$ cat config.mk
export PLATFORM = sky130hd
export DESIGN_NAME = supervisory_frame_link_receiver_flat
export DESIGN_NICKNAME = d
export VERILOG_FILES = /design/src/hw/rtl/sflr_pkg.sv /design/src/hw/rtl/sflr_if.sv /design/src/hw/rtl/sflr_regs.sv /design/src/hw/rtl/sflr_front.sv /design/src/hw/rtl/sflr_fifo.sv /design/src/hw/rtl/sflr_back.sv /design/src/hw/rtl/supervisory_frame_link_receiver.sv /design/src/flat_wrapper.sv
export VERILOG_INCLUDE_DIRS = /design/src /design/src/hw/rtl
export SDC_FILE = /design/constraint.sdc
export NUM_CORES = 1
export LEC_CHECK = 0
export BUFFER_PORTS_ARGS = -buffer_cell sky130_fd_sc_hd__clkbuf_2
export CORE_MARGIN = 1
export CORE_UTILIZATION = 50
export DETAILED_ROUTE_END_ITERATION = 16
export GPL_ROUTABILITY_DRIVEN = 0
export PLACE_DENSITY = 0.71
export SETUP_SLACK_MARGIN = 0.1
export SLEW_MARGIN = 0
export SYNTH_ARGS = -nofsm -noshare
export SYNTH_HDL_FRONTEND = slang
export SYNTH_HIERARCHICAL = 1
export SYNTH_SLANG_ARGS = --single-unit
$ cat constraint.sdc
create_clock -name clk -period 8.1 [get_ports clk]
set_clock_uncertainty 0.1 [all_clocks]
set_input_delay 1.62 -clock clk [delete_from_list [all_inputs] [get_ports clk]]
set_output_delay 1.62 -clock clk [all_outputs]
set_load 0.02 [all_outputs]
$ cat src/hw/rtl/assert_macros.svh
// Assertion macros for the RTL file that checks its own logic
`ifndef ASSERT_MACROS_SVH
`define ASSERT_MACROS_SVH

// Check that a condition implies another on the same clock edge
`define ASSERT_IMP(lbl, ante, cons) \
	lbl: assert property (@(posedge clk) disable iff (!arst_n) (ante) |-> (cons)) \
		else $error("implication check failed");

// Check that a condition never holds
`define ASSERT_NEVER(lbl, cond) \
	lbl: assert property (@(posedge clk) disable iff (!arst_n) !(cond)) \
		else $error("forbidden condition seen");

`endif

$ cat src/hw/rtl/sflr_pkg.sv
// Types, constants and helpers of the supervisory frame link receiver
`timescale 1ns / 1ps
`default_nettype none
package sflr_pkg;

	localparam logic [7:0] FLAG       = 8'h7E;
	localparam int         FRAME_LEN  = 5;
	localparam int         BEAT_W     = $clog2(FRAME_LEN);
	localparam int         FIFO_DEPTH = 4;
	localparam int         PTR_W      = $clog2(FIFO_DEPTH);
	localparam int         ADDR_W     = 5;

	typedef enum logic [1:0] {
		CMD_START = 2'd0,
		CMD_BYTE  = 2'd1,
		CMD_TICK  = 2'd2
	} cmd_t;

	typedef enum logic [2:0] {
		M_START = 3'd0,
		M_FLAG  = 3'd1,
		M_ADDR  = 3'd2,
		M_CTRL  = 3'd3,
		M_BCC   = 3'd4
	} match_t;

	typedef enum logic [1:0] {
		JOB_FRAME = 2'd0,
		JOB_OK    = 2'd1,
		JOB_FAIL  = 2'd2
	} job_t;

	typedef enum logic [2:0] {
		REG_EXP_ADDR  = 3'd0,
		REG_EXP_CTRL  = 3'd1,
		REG_SEND_ADDR = 3'd2,
		REG_SEND_CTRL = 3'd3,
		REG_TIMEOUT   = 3'd4,
		REG_MAX_RETRY = 3'd5,
		REG_RETX_MODE = 3'd6
	} reg_idx_t;

	typedef struct packed {
		logic [7:0]  expected_address;
		logic [7:0]  expected_control;
		logic [7:0]  send_address;
		logic [7:0]  send_control;
		logic [15:0] timeout_ticks;
		logic [3:0]  max_retries;
		logic        retransmit_mode;
	} cfg_t;

	typedef struct packed {
		logic       tx_valid;
		logic [7:0] tx_byte;
		logic       frame_ok;
		logic       failed;
		logic       last;
	} res_t;

	function automatic logic [7:0] frame_byte(input logic [BEAT_W-1:0] beat,
		input logic [7:0] sa, input logic [7:0] sc);
		logic [7:0] b;
		case (beat)
			BEAT_W'(1): b = sa;
			BEAT_W'(2): b = sc;
			BEAT_W'(3): b = sa ^ sc;
			default:    b = FLAG;
		endcase
		return b;
	endfunction

endpackage
`default_nettype wire

$ cat src/hw/rtl/sflr_if.sv
// Handshake channel interfaces for command items and result items
`timescale 1ns / 1ps
`default_nettype none
interface sflr_in_if;
	logic       valid;
	logic       ready;
	logic [1:0] command;
	logic [7:0] rx_byte;

	modport source (output valid, output command, output rx_byte, input ready);
	modport sink (input valid, input command, input rx_byte, output ready);
endinterface

interface sflr_out_if;
	logic       valid;
	logic       ready;
	logic       tx_valid;
	logic [7:0] tx_byte;
	logic       frame_ok;
	logic       failed;
	logic       last;

	modport source (output valid, output tx_valid, output tx_byte, output frame_ok,
		output failed, output last, input ready);
	modport sink (input valid, input tx_valid, input tx_byte, input frame_ok,
		input failed, input last, output ready);
endinterface
`default_nettype wire

$ cat src/hw/rtl/sflr_regs.sv
// APB configuration registers
`timescale 1ns / 1ps
`default_nettype none
module sflr_regs (
	input  wire logic                       clk,
	input  wire logic                       arst_n,
	input  wire logic                       psel,
	input  wire logic                       penable,
	input  wire logic                       pwrite,
	input  wire logic [sflr_pkg::ADDR_W-1:0] paddr,
	input  wire logic [31:0]                pwdata,
	output logic      [31:0]                prdata,
	output logic                            pready,
	output sflr_pkg::cfg_t                  cfg
);
	import sflr_pkg::*;

	cfg_t     cfg_q;
	reg_idx_t idx;
	logic     wr;

	assign idx    = reg_idx_t'(paddr[ADDR_W-1:2]);
	assign wr     = psel && penable && pwrite;
	assign pready = 1'b1;
	assign cfg    = cfg_q;

	always_ff @(posedge clk or negedge arst_n) begin
		if (!arst_n) begin
			cfg_q.expected_address <= 8'd3;
			cfg_q.expected_control <= 8'd7;
			cfg_q.send_address     <= 8'd3;
			cfg_q.send_control     <= 8'd3;
			cfg_q.timeout_ticks    <= 16'd3;
			cfg_q.max_retries      <= 4'd3;
			cfg_q.retransmit_mode  <= 1'b1;
		end else if (wr) begin
			unique case (idx)
				REG_EXP_ADDR:  cfg_q.expected_address <= pwdata[7:0];
				REG_EXP_CTRL:  cfg_q.expected_control <= pwdata[7:0];
				REG_SEND_ADDR: cfg_q.send_address     <= pwdata[7:0];
				REG_SEND_CTRL: cfg_q.send_control     <= pwdata[7:0];
				REG_TIMEOUT:   cfg_q.timeout_ticks    <= pwdata[15:0];
				REG_MAX_RETRY: cfg_q.max_retries      <= pwdata[3:0];
				REG_RETX_MODE: cfg_q.retransmit_mode  <= pwdata[0];
				default: ;
			endcase
		end
	end

	always_comb begin
		unique case (idx)
			REG_EXP_ADDR:  prdata = {24'd0, cfg_q.expected_address};
			REG_EXP_CTRL:  prdata = {24'd0, cfg_q.expected_control};
			REG_SEND_ADDR: prdata = {24'd0, cfg_q.send_address};
			REG_SEND_CTRL: prdata = {24'd0, cfg_q.send_control};
			REG_TIMEOUT:   prdata = {16'd0, cfg_q.timeout_ticks};
			REG_MAX_RETRY: prdata = {28'd0, cfg_q.max_retries};
			REG_RETX_MODE: prdata = {31'd0, cfg_q.retransmit_mode};
			default:       prdata = 32'd0;
		endcase
	end
endmodule
`default_nettype wire

$ cat src/hw/rtl/sflr_front.sv
// Front end: accept items, run the frame matcher and timer, queue result jobs
`timescale 1ns / 1ps
`default_nettype none
module sflr_front (
	input  wire logic     clk,
	input  wire logic     arst_n,
	sflr_in_if.sink       items,
	input  sflr_pkg::cfg_t cfg,
	input  wire logic     fifo_full,
	output logic          push,
	output sflr_pkg::job_t push_job
);
	import sflr_pkg::*;

	match_t      match_q, match_d, match_nx;
	logic        active_q, active_d;
	logic [15:0] tick_q, tick_d, tick_inc, limit;
	logic [3:0]  retry_q, retry_d;
	logic        accept;
	logic [7:0]  b, bcc;

	assign items.ready = !fifo_full;
	assign accept      = items.valid && items.ready;
	assign b           = items.rx_byte;
	assign bcc         = cfg.expected_address ^ cfg.expected_control;
	assign tick_inc    = tick_q + 16'd1;
	assign limit       = (cfg.timeout_ticks == 16'd0) ? 16'd1 : cfg.timeout_ticks;

	always_comb begin
		unique case (match_q)
			M_START: match_nx = (b == FLAG) ? M_FLAG : M_START;
			M_FLAG: begin
				if (b == FLAG)                       match_nx = M_FLAG;
				else if (b == cfg.expected_address)  match_nx = M_ADDR;
				else                                 match_nx = M_START;
			end
			M_ADDR: begin
				if (b == cfg.expected_control) match_nx = M_CTRL;
				else if (b == FLAG)            match_nx = M_FLAG;
				else                           match_nx = M_START;
			end
			M_CTRL: begin
				if (b == bcc)       match_nx = M_BCC;
				else if (b == FLAG) match_nx = M_FLAG;
				else                match_nx = M_START;
			end
			default: match_nx = M_START;
		endcase
	end

	always_comb begin
		match_d  = match_q;
		active_d = active_q;
		tick_d   = tick_q;
		retry_d  = retry_q;
		push     = 1'b0;
		push_job = JOB_FRAME;
		if (accept) begin
			case (items.command)
				CMD_START: begin
					match_d  = M_START;
					tick_d   = 16'd0;
					retry_d  = 4'd0;
					active_d = 1'b1;
					push     = cfg.retransmit_mode;
				end
				CMD_BYTE: begin
					if (active_q) begin
						if (match_q == M_BCC && b == FLAG) begin
							match_d  = M_START;
							active_d = 1'b0;
							tick_d   = 16'd0;
							retry_d  = 4'd0;
							push     = 1'b1;
							push_job = JOB_OK;
						end else begin
							match_d = match_nx;
						end
					end
				end
				CMD_TICK: begin
					if (active_q && cfg.retransmit_mode) begin
						if (tick_inc < limit) begin
							tick_d = tick_inc;
						end else begin
							tick_d  = 16'd0;
							match_d = M_START;
							push    = 1'b1;
							if (retry_q >= cfg.max_retries) begin
								active_d = 1'b0;
								push_job = JOB_FAIL;
							end else begin
								retry_d = retry_q + 4'd1;
							end
						end
					end
				end
				default: ;
			endcase
		end
	end

	always_ff @(posedge clk or negedge arst_n) begin
		if (!arst_n) begin
			match_q  <= M_START;
			active_q <= 1'b0;
			tick_q   <= 16'd0;
			retry_q  <= 4'd0;
		end else begin
			match_q  <= match_d;
			active_q <= active_d;
			tick_q   <= tick_d;
			retry_q  <= retry_d;
		end
	end
endmodule
`default_nettype wire

$ cat src/hw/rtl/sflr_fifo.sv
// Short job queue between front end and result emitter
`timescale 1ns / 1ps
`default_nettype none
module sflr_fifo (
	input  wire logic      clk,
	input  wire logic      arst_n,
	input  wire logic      push,
	input  sflr_pkg::job_t push_job,
	input  wire logic      pop,
	output sflr_pkg::job_t pop_job,
	output logic           empty,
	output logic           full
);
	import sflr_pkg::*;

	job_t             mem_q [FIFO_DEPTH];
	logic [PTR_W-1:0] wr_ptr_q, rd_ptr_q;
	logic [PTR_W:0]   count_q;

	assign empty   = (count_q == '0);
	assign full    = (count_q == (PTR_W+1)'(FIFO_DEPTH));
	assign pop_job = mem_q[rd_ptr_q];

	always_ff @(posedge clk) begin
		if (push) begin
			mem_q[wr_ptr_q] <= push_job;
		end
	end

	always_ff @(posedge clk or negedge arst_n) begin
		if (!arst_n) begin
			wr_ptr_q <= '0;
			rd_ptr_q <= '0;
			count_q  <= '0;
		end else begin
			if (push) wr_ptr_q <= wr_ptr_q + PTR_W'(1);
			if (pop)  rd_ptr_q <= rd_ptr_q + PTR_W'(1);
			case ({push, pop})
				2'b10:   count_q <= count_q + (PTR_W+1)'(1);
				2'b01:   count_q <= count_q - (PTR_W+1)'(1);
				default: ;
			endcase
		end
	end
endmodule
`default_nettype wire

$ cat src/hw/rtl/sflr_back.sv
// Back end: expand queued jobs into result items behind an output register
`timescale 1ns / 1ps
`default_nettype none
module sflr_back (
	input  wire logic      clk,
	input  wire logic      arst_n,
	input  sflr_pkg::cfg_t cfg,
	input  wire logic      fifo_empty,
	input  sflr_pkg::job_t pop_job,
	output logic           pop,
	sflr_out_if.source     results
);
	import sflr_pkg::*;

	logic              out_valid_q;
	res_t              res_q, res_d;
	logic              busy_q;
	logic [BEAT_W-1:0] beat_q;
	logic              advance;

	assign advance = !out_valid_q || results.ready;
	assign pop     = advance && !busy_q && !fifo_empty;

	always_comb begin
		res_d = '0;
		if (busy_q) begin
			res_d.tx_valid = 1'b1;
			res_d.tx_byte  = frame_byte(beat_q, cfg.send_address, cfg.send_control);
			res_d.last     = (beat_q == BEAT_W'(FRAME_LEN - 1));
		end else begin
			unique case (pop_job)
				JOB_FRAME: begin
					res_d.tx_valid = 1'b1;
					res_d.tx_byte  = FLAG;
				end
				JOB_OK: begin
					res_d.frame_ok = 1'b1;
					res_d.last     = 1'b1;
				end
				default: begin
					res_d.failed = 1'b1;
					res_d.last   = 1'b1;
				end
			endcase
		end
	end

	always_ff @(posedge clk) begin
		if (advance && (busy_q || !fifo_empty)) begin
			res_q <= res_d;
		end
	end

	always_ff @(posedge clk or negedge arst_n) begin
		if (!arst_n) begin
			out_valid_q <= 1'b0;
			busy_q      <= 1'b0;
			beat_q      <= '0;
		end else if (advance) begin
			if (busy_q) begin
				out_valid_q <= 1'b1;
				if (beat_q == BEAT_W'(FRAME_LEN - 1)) begin
					busy_q <= 1'b0;
				end
				beat_q <= beat_q + BEAT_W'(1);
			end else if (!fifo_empty) begin
				out_valid_q <= 1'b1;
				if (pop_job == JOB_FRAME) begin
					busy_q <= 1'b1;
					beat_q <= BEAT_W'(1);
				end
			end else begin
				out_valid_q <= 1'b0;
			end
		end
	end

	assign results.valid    = out_valid_q;
	assign results.tx_valid = res_q.tx_valid;
	assign results.tx_byte  = res_q.tx_byte;
	assign results.frame_ok = res_q.frame_ok;
	assign results.failed   = res_q.failed;
	assign results.last     = res_q.last;
endmodule
`default_nettype wire

$ cat src/hw/rtl/supervisory_frame_link_receiver.sv
// The first result of an item passes the job queue and then the output register,
// and a stalled output can hold it. Throughput: one item per cycle while the
// four-entry job queue is not full; a resent frame gives five result items, and
// ready drops once the queue fills. Items that cause no result never enter the queue.
// Reset: arst_n clears matcher, timer, retry count, queue and output; registers
// return to their reset values at once.
`timescale 1ns / 1ps
`default_nettype none
`include "assert_macros.svh"
module supervisory_frame_link_receiver (
	input  wire logic                        clk,
	input  wire logic                        arst_n,
	sflr_in_if.sink                          items,
	sflr_out_if.source                       results,
	input  wire logic                        psel,
	input  wire logic                        penable,
	input  wire logic                        pwrite,
	input  wire logic [sflr_pkg::ADDR_W-1:0] paddr,
	input  wire logic [31:0]                 pwdata,
	output logic      [31:0]                 prdata,
	output logic                             pready
);
	import sflr_pkg::*;

	cfg_t cfg;
	job_t push_job, pop_job;
	logic push;
	logic pop;
	logic fifo_empty;
	logic fifo_full;

	sflr_regs u_regs (
		.clk     (clk),
		.arst_n  (arst_n),
		.psel    (psel),
		.penable (penable),
		.pwrite  (pwrite),
		.paddr   (paddr),
		.pwdata  (pwdata),
		.prdata  (prdata),
		.pready  (pready),
		.cfg     (cfg)
	);

	sflr_front u_front (
		.clk       (clk),
		.arst_n    (arst_n),
		.items     (items),
		.cfg       (cfg),
		.fifo_full (fifo_full),
		.push      (push),
		.push_job  (push_job)
	);

	sflr_fifo u_fifo (
		.clk      (clk),
		.arst_n   (arst_n),
		.push     (push),
		.push_job (push_job),
		.pop      (pop),
		.pop_job  (pop_job),
		.empty    (fifo_empty),
		.full     (fifo_full)
	);

	sflr_back u_back (
		.clk        (clk),
		.arst_n     (arst_n),
		.cfg        (cfg),
		.fifo_empty (fifo_empty),
		.pop_job    (pop_job),
		.pop        (pop),
		.results    (results)
	);

	`ASSERT_NEVER(a_push_full, push && fifo_full)
	`ASSERT_NEVER(a_pop_empty, pop && fifo_empty)
	`ASSERT_IMP(a_status_last, results.valid && !results.tx_valid, results.last)
	`ASSERT_NEVER(a_ok_and_fail, results.valid && results.frame_ok && results.failed)
endmodule
`default_nettype wire
$ cat src/flat_wrapper.sv
// flat-port wrapper written by rule: the top's interface ports become plain ports
module supervisory_frame_link_receiver_flat import sflr_pkg::*;
  (clk, arst_n, psel, penable, pwrite, paddr, pwdata, prdata, pready, items_valid, items_command, items_rx_byte, items_ready, results_valid, results_tx_valid, results_tx_byte, results_frame_ok, results_failed, results_last, results_ready);
  sflr_in_if items_i ();
  sflr_out_if results_i ();
  input  wire logic clk;
  input  wire logic arst_n;
  input  wire logic psel;
  input  wire logic penable;
  input  wire logic pwrite;
  input  wire logic [sflr_pkg::ADDR_W-1:0] paddr;
  input  wire logic [31:0] pwdata;
  output logic      [31:0] prdata;
  output logic pready;
  input wire logic [$bits(items_i.valid)-1:0] items_valid;
  input wire logic [$bits(items_i.command)-1:0] items_command;
  input wire logic [$bits(items_i.rx_byte)-1:0] items_rx_byte;
  output wire logic [$bits(items_i.ready)-1:0] items_ready;
  output wire logic [$bits(results_i.valid)-1:0] results_valid;
  output wire logic [$bits(results_i.tx_valid)-1:0] results_tx_valid;
  output wire logic [$bits(results_i.tx_byte)-1:0] results_tx_byte;
  output wire logic [$bits(results_i.frame_ok)-1:0] results_frame_ok;
  output wire logic [$bits(results_i.failed)-1:0] results_failed;
  output wire logic [$bits(results_i.last)-1:0] results_last;
  input wire logic [$bits(results_i.ready)-1:0] results_ready;
  assign items_i.valid = items_valid;
  assign items_i.command = items_command;
  assign items_i.rx_byte = items_rx_byte;
  assign items_ready = items_i.ready;
  assign results_valid = results_i.valid;
  assign results_tx_valid = results_i.tx_valid;
  assign results_tx_byte = results_i.tx_byte;
  assign results_frame_ok = results_i.frame_ok;
  assign results_failed = results_i.failed;
  assign results_last = results_i.last;
  assign results_i.ready = results_ready;
  supervisory_frame_link_receiver u_core (.clk(clk), .arst_n(arst_n), .items(items_i), .results(results_i), .psel(psel), .penable(penable), .pwrite(pwrite), .paddr(paddr), .pwdata(pwdata), .prdata(prdata), .pready(pready));
endmodule
Yosys cells after proc, flatten, opt, wreduce, memory -nomap -nowiden
Memories as Yosys holds them, arrays and structs flattened.
Index checks and enable logic that the tools add are counted.
{"block": "word_totals", "reg_bits": 101, "latchBits": 0, "ram_bits": 8, "mem_bits_ro": 0, "inputBits": 54, "out_inout_bits": 47, "elab_cells": 163, "memories": 1}
{"name": "u_core.u_fifo.mem_q", "depth": 4, "width": 2, "read_ports": 1, "rd_ports_with_merged_regs": 0, "wr": 1, "line_no": "sflr_fifo.sv:16", "text": "job_t mem_q [FIFO_DEPTH];"}
{"block": "op_classes", "n_addsub": 7, "multipliers": 0, "div": 0, "order_cmp": 2, "n_eq_ne": 31, "shift": 0, "muxes": 62, "bitwise": 2, "reduce_logical": 36}
{"operator": "one-hot mux 16 bit (7 select lines)", "count": 1}
{"operator": "two-way mux 16 bit", "count": 5}
{"operator": "one-hot mux 16 bit (3 select lines)", "count": 1}
{"operator": "two-way mux 1 bit", "count": 25}
{"operator": "== test 8 bit", "count": 3}
{"operator": "two-way mux 3 bit", "count": 8}
{"operator": "one-hot mux 8 bit (3 select lines)", "count": 1}
{"operator": "two-way mux 4 bit", "count": 5}
{"operator": "== test 3 x 2 -> 1 bit, second input constant", "count": 6}
{"operator": "== test 3 bit, second input constant", "count": 6}
{"operator": "adder 16 x 1 -> 16 bit, second input constant", "count": 1}
{"operator": "logical NOT 16 bit", "count": 1}
{"operator": "< comparator 16 bit", "count": 1}
{"operator": "XOR 8 bit", "count": 2}
{"operator": "AND reduction 5 bit", "count": 3}
{"operator": "two-way mux 2 bit", "count": 7}
{"operator": "AND reduction 2 bit", "count": 7}
{"operator": "!= test 2 bit, second input constant", "count": 6}
{"operator": "one-hot mux 3 bit (4 select lines)", "count": 1}
{"operator": "one-hot mux 4 bit (3 select lines)", "count": 1}
{"operator": "== test 3 x 1 -> 1 bit, second input constant", "count": 3}
{"operator": "logical NOT 3 bit", "count": 3}
{"operator": "two-way mux 9 bit", "count": 1}
{"operator": "one-hot mux 3 bit (3 select lines)", "count": 1}
{"operator": "other kinds (22)", "count": 41}

Longest topological paths before layout
{"block": "depth", "word_depth": 9, "mapped_depth": 20, "ltp_nobuf": 19}

Cells and area by module
Netlist, hierarchy kept.
{"mod": "sflr_regs", "instances": 1, "cells_each": 206, "area_per_inst_um2": 2652.5, "seq_area_each_um2": 1343.8}
{"mod": "sflr_front", "instances": 1, "cells_each": 293, "area_per_inst_um2": 2407.3, "seq_area_each_um2": 600.6}
{"mod": "sflr_back", "instances": 1, "cells_each": 84, "area_per_inst_um2": 1021.0, "seq_area_each_um2": 485.5}
{"mod": "sflr_fifo", "instances": 1, "cells_each": 47, "area_per_inst_um2": 686.9, "seq_area_each_um2": 415.4}

Worst setup path after synthesis
OpenSTA, ideal clock, no wires.
{"block": "synth_timing", "path_type": "in2out", "startpoint": "input paddr[2] in the netlist's numbering", "endpoint": "output prdata[1]", "t_arrival_ps": 2654, "t_required_ps": 6380, "slack_ps": 3726, "path_stages": 5, "n_path_buf": 2, "path_cell_list": "buf_2 -> buf_2 -> nor3b_1 -> a21oi_1 -> o21ai_0"}
{"block": "synth_between", "elab_chain_len": 2, "word_cells_on_any_way": 8, "cone_classes": "eq/ne: 6; mux: 1; reduce/logical: 1"}
{"item": "start, declared", "line_no": "flat_wrapper.sv:11", "text": "input wire logic [sflr_pkg::ADDR_W-1:0] paddr;"}
{"item": "== test 3 bit, or another cell as far along", "line_no": "sflr_regs.sv:51", "text": "unique case (idx)"}
{"item": "one-hot mux 16 bit (7 select lines) *", "line_no": "sflr_regs.sv:51"}
{"item": "end, declared", "line_no": "flat_wrapper.sv:13", "text": "output logic [31:0] prdata;"}
Every way passes the cells marked *; elsewhere a longest branch is shown, timed or not.

Worst setup path after layout
{"block": "layout_timing", "startpoint": "register u_core.u_front.tick_q[5]", "endpoint": "register u_core.u_fifo.count_q[1]"}
{"block": "layout_between", "elab_chain_len": 8, "word_cells_on_any_way": 10, "cone_classes": "add/sub: 1; order compare: 1; eq/ne: 2; mux: 5; reduce/logical: 1"}
{"item": "start, declared", "line_no": "sflr_front.sv:17", "text": "logic [15:0] tick_q, tick_d, tick_inc, limit;"}
{"item": "start signal, assigned", "line_no": "sflr_front.sv:112", "text": "tick_q <= tick_d;"}
{"item": "adder 16 x 1 -> 16 bit *", "line_no": "sflr_front.sv:26", "text": "assign tick_inc = tick_q + 16'd1;"}
{"item": "< comparator 16 bit *", "line_no": "sflr_front.sv:83", "text": "if (tick_inc < limit) begin"}
{"item": "two-way mux 1 bit *", "line_no": "sflr_front.sv:83"}
{"item": "two-way mux 1 bit *", "line_no": "sflr_front.sv:82", "text": "if (active_q && cfg.retransmit_mode) begin"}
{"item": "one-hot mux 1 bit (3 select lines) *", "line_no": "sflr_front.sv:59", "text": "case (items.command)"}
{"item": "two-way mux 1 bit *", "line_no": "sflr_front.sv:58", "text": "if (accept) begin"}
{"item": "named net u_core.push", "line_no": "supervisory_frame_link_receiver.sv:27", "text": "logic push;"}
{"item": "== test 2 x 1 -> 1 bit or == test 2 bit (tied branches)", "line_no": "sflr_fifo.sv:38", "text": "case ({push, pop})"}
{"item": "one-hot mux 3 bit (2 select lines) or nonzero test 2 bit (tied branches)"}
{"item": "end signal, assigned", "line_no": "sflr_fifo.sv:39", "text": "2'b10: count_q <= count_q + (PTR_W+1)'(1);"}
{"item": "end signal, assigned", "line_no": "sflr_fifo.sv:40", "text": "2'b01: count_q <= count_q - (PTR_W+1)'(1);"}
{"item": "end, declared", "line_no": "sflr_fifo.sv:18", "text": "logic [PTR_W:0] count_q;"}
The timed path passes the listed nets; every way through them passes the cells marked *.
A chain may end at the register's enable or synchronous reset.

==> results by group <==
Place
  – Count of input and output buffers: between 60 and 70
  – Cells after DPL: 851
  – Post-Place Cell Area: around 7100 um^2
  – Hpwl dp: 11100 um

Power and ir drop
  – Flop pwr share: 43.9%
  – Clock power share: around 25%
  – Lkg Pwr: 3.35 nW
  – Net Sw Frac: between 30% and 40%
  – Comb pwr share: about a third
  – VDD IR max: 0.121 mV
  – P_sw: ~0.00065 W
  – Design Power: between 0.0015 and 0.002 W
  – Int Pwr: 0.00124 W
  – Power per cell area: approximately 250 nW/um^2

Yosys
  – FF+latch count, synth: 109
  – Main synth FF type: dfrtp_1
  – Async SR Flop Fraction: between 80% and 90%
  – Post-synthesis instance area: between 6000 and 7000 um^2
  – Yosys Warn Count: 6
  – Largest area contributor in the netlist: dfrtp_1
  – Post-synth EDFFs: 20
  – Synth top area cells: dfrtp_1 28%, mux2_2 9.3%, edfxtp_1 8.9%
  – Avg Inst Size Synth: around 11 um^2
  – Post-Synthesis Cells: 630
  – Synth unique cells: 65
  – Seq/Total Area, Yosys: approximately 42%
  – Area fraction of the dominant cell type after synthesis: 27.7%

Setup path
  – Setup CP Type: reg2reg
  – CP max stage delay: roughly 0.57 ns
  – Critical path fanouts, max: 8
  – Crit-path slowest cell: a31oi_1
  – Setup crit end kind: register
  – Worst path required time: between 8 and 9 ns
  – Crit path cell chain: nand3_1 > nor4_1 > and4_1 > nand3_1 > xnor2_1 > ha_1 > nand2_1 > a2111o_1 > o21ai_1 > nand4_1 > a31oi_1 > inv_1 > ha_1 > inv_1 > fa_1 > o21ai_0
  – Worst Path Arrival: around 5.2 ns
  – Setup crit start kind: register

Detailed routing
  – Highest Signal Layer: met4
  – WL per Instance: 17.2 um
  – Met1 wire length: approximately 6800 um
  – DRC: 0
  – Routed WL: 14900 um
  – DR vias: 4949
  – WL met2: roughly 7200 um
  – ANT nets after route: 0
  – 1st-iter DRT viols: 391
  – Detailed Routing Iterations Pass 1: 5
  – Drt via density: approximately 5.7
  – Metal3 WL: between 600 and 700 um

Layout
  – Share of cells above drive strength 1: between 20% and 30%
  – Total Nets Final: around 780
  – Final std cells w/o fill: about 870
  – Most frequent cells in the layout: 75 x dfrtp_1, 64 x clkbuf_2, 56 x mux2_2, 41 x inv_1, 40 x nand2_1
  – Filler cell count: 1108
  – Util after Layout: between 50% and 60%
  – Fin area: ~7500 um^2
  – Commonest non-fill, non-tap cell in the layout: dfrtp_1
  – Synth-to-Final Area Change: 10.2%
  – Antenna cells: 0

STA
  – Worst Max-Slew Pin Slew: between 0.9 and 1 ns
  – Worst slew margin: 34.1%
  – RSZ-0062 raised after global routing: false
  – Highest Clock Rate: 200 MHz
  – Final Hold Fails: 0
  – Setup Viol. Count Final: 0
  – Final setup TNS: 0 ns
  – Slew Limit Fails: 0
  – Tmin final: between 4 and 5 ns
  – Period utilization: between 60% and 70%

Flow run
  – Max Cap Viol: 0

Floorplanning
  – Boundary Pins: slightly above 100
  – Die height: 118 um
  – CORE AREA: approximately 13000 um^2
  – Die footprint: roughly 14000 um^2
  – Starting Density: 51.1%
  – Die width: between 100 and 150 um
  – Site Rows: 42

Global routing
  – Initial antenna violation count: 0
  – All-Layer GR Usage: ~22%
  – First-pass GRT wire length: 24500 um
  – Vias in the first global route: 4846
  – Largest net degree at the start of global routing: between 50 and 60
  – GRT overflow: 0

Clocking
  – H-tree depth: 3
  – CTS sink count: 109
  – Clock Tree Buf Depth: 2
  – Post-cts sizing count: 0
  – Clock Latency Late Sink: roughly 0.36 ns
  – Root buffer cell: clkbuf_16
  – Clock slew at reported path FFs: roughly 0.07 ns
  – CTS Hold Buffers Added: 0
  – Postcts setup bufs: 0
  – Total CTS buffers: 9
  – TritonCTS clock tree: done

Outcome
  – Outcome: finished clean

Worst hold path
  – Hold WC Path Type: reg2reg
## cells in the mapped netlist, types with 7 or more instances
cell,n
nand2_1,40
nor3_1,8
edfxtp_1,20
nand3_1,14
a21oi_1,17
buf_4,21
a22o_1,8
nand4_1,12
dfrtp_1,75
xor2_1,27
and3_1,7
nor2b_1,7
buf_2,9
o2bb2ai_1,8
and2_1,16
o21a_1,12
ha_1,36
nor4_1,12
nor2_1,16
a22oi_1,8
xnor2_1,25
o21ai_0,31
inv_1,41
dfstp_2,14
mux2_2,56
mux2i_1,18
## layer usage
metal  up-vias  track usage, %
li1       2343               -
met2       144            36.5
met1      2445            29.7
met4         0            8.01
met5         -               0
met3        17            3.33
## sequential cells by signal, summed over array words and instances (netlist names), 2 cells and up
register / flops
u_core/u_fifo/count_q: 3
u_core/u_back/beat_q: 3
u_core/u_fifo/wr_ptr_q: 2
u_core/u_front/retry_q: 4
u_core/u_fifo/mem_q: 8
u_core/u_back/results.tx_byte: 8
u_core/u_front/match_q: 3
u_core/u_front/tick_q: 16
u_core/u_regs/cfg: 53
u_core/u_fifo/rd_ptr_q: 2
## final timing paths
check | slack, ns | depth (start not counted) | endpoint | start
worst max register to register | 3.10 | 16 | u_core/u_fifo/count_q[1] | u_core/u_front/tick_q[5]
max in group asynchronous | 5.69 | 2 | u_core/u_regs/cfg[31] | arst_n
worst min register to register | 0.40 | 1 | u_core/u_fifo/count_q[0] | u_core/u_fifo/count_q[0]
min in group asynchronous | 1.11 | 1 | u_core/u_back/busy_q | arst_n
worst max-delay path | 3.10 | 16 | u_core/u_fifo/count_q[1] | u_core/u_front/tick_q[5]
worst min-delay path | 0.40 | 1 | u_core/u_fifo/count_q[0] | u_core/u_fifo/count_q[0]
## critical path, delay by kind of cell (launching register included)
| family | cells | cell delay, ns |
|---|---|---|
| flops | 1 | 0.46 |
| xor+xnor | 1 | 0.18 |
| compound gates | 4 | 1.60 |
| simple gates | 6 | 1.41 |
| buf+inv | 2 | 0.18 |
| fa+ha+maj | 3 | 0.97 |
## logic make-up (layout without fill, tap and decap cells)
logic type | Yosys count | after routing | synth area share (%)
buf+inv | 78 | 124 | 5.88
mux | 77 | 77 | 12.9
compound gates | 117 | 117 | 12.2
xor+xnor | 52 | 52 | 6.73
other cells | 2 | 17 | 0.111
simple gates | 158 | 158 | 13.1
fa+ha+maj | 37 | 37 | 6.95
flops | 109 | 109 | 42.0
## area by class of cell
cell class | instances | area [um^2] | area share [%]
multi-input combinational | 458 | 3580 | 48.0
sequential | 109 | 2850 | 38.1
timing repair buffer | 67 | 343 | 4.60
clock buffer | 13 | 272 | 3.64
tap | 176 | 220 | 2.95
inverter | 41 | 154 | 2.06
clock inverter | 3 | 43.8 | 0.587
## stage by stage
step / hold WS, ns / setup slack (ns)
after floorplan: 0.357 / 3.73
after global placement: 0.376 / 3.33
after detailed placement: 0.396 / 3.19
after CTS: 0.406 / 3.14
after global routing: 0.432 / 2.72
final: 0.402 / 3.10
## power groups by stage
stage               Sequential [W]  Clock (W)  Combinational (W)
floorplan                 0.000823          0           0.000455
finish                    0.000832   0.000466           0.000596
global placement          0.000833          0           0.000570
detailed placement        0.000841          0           0.000593
CTS                       0.000831   0.000473           0.000597
global route              0.000850   0.000493           0.000666
(Power assumes the default switching activity.)
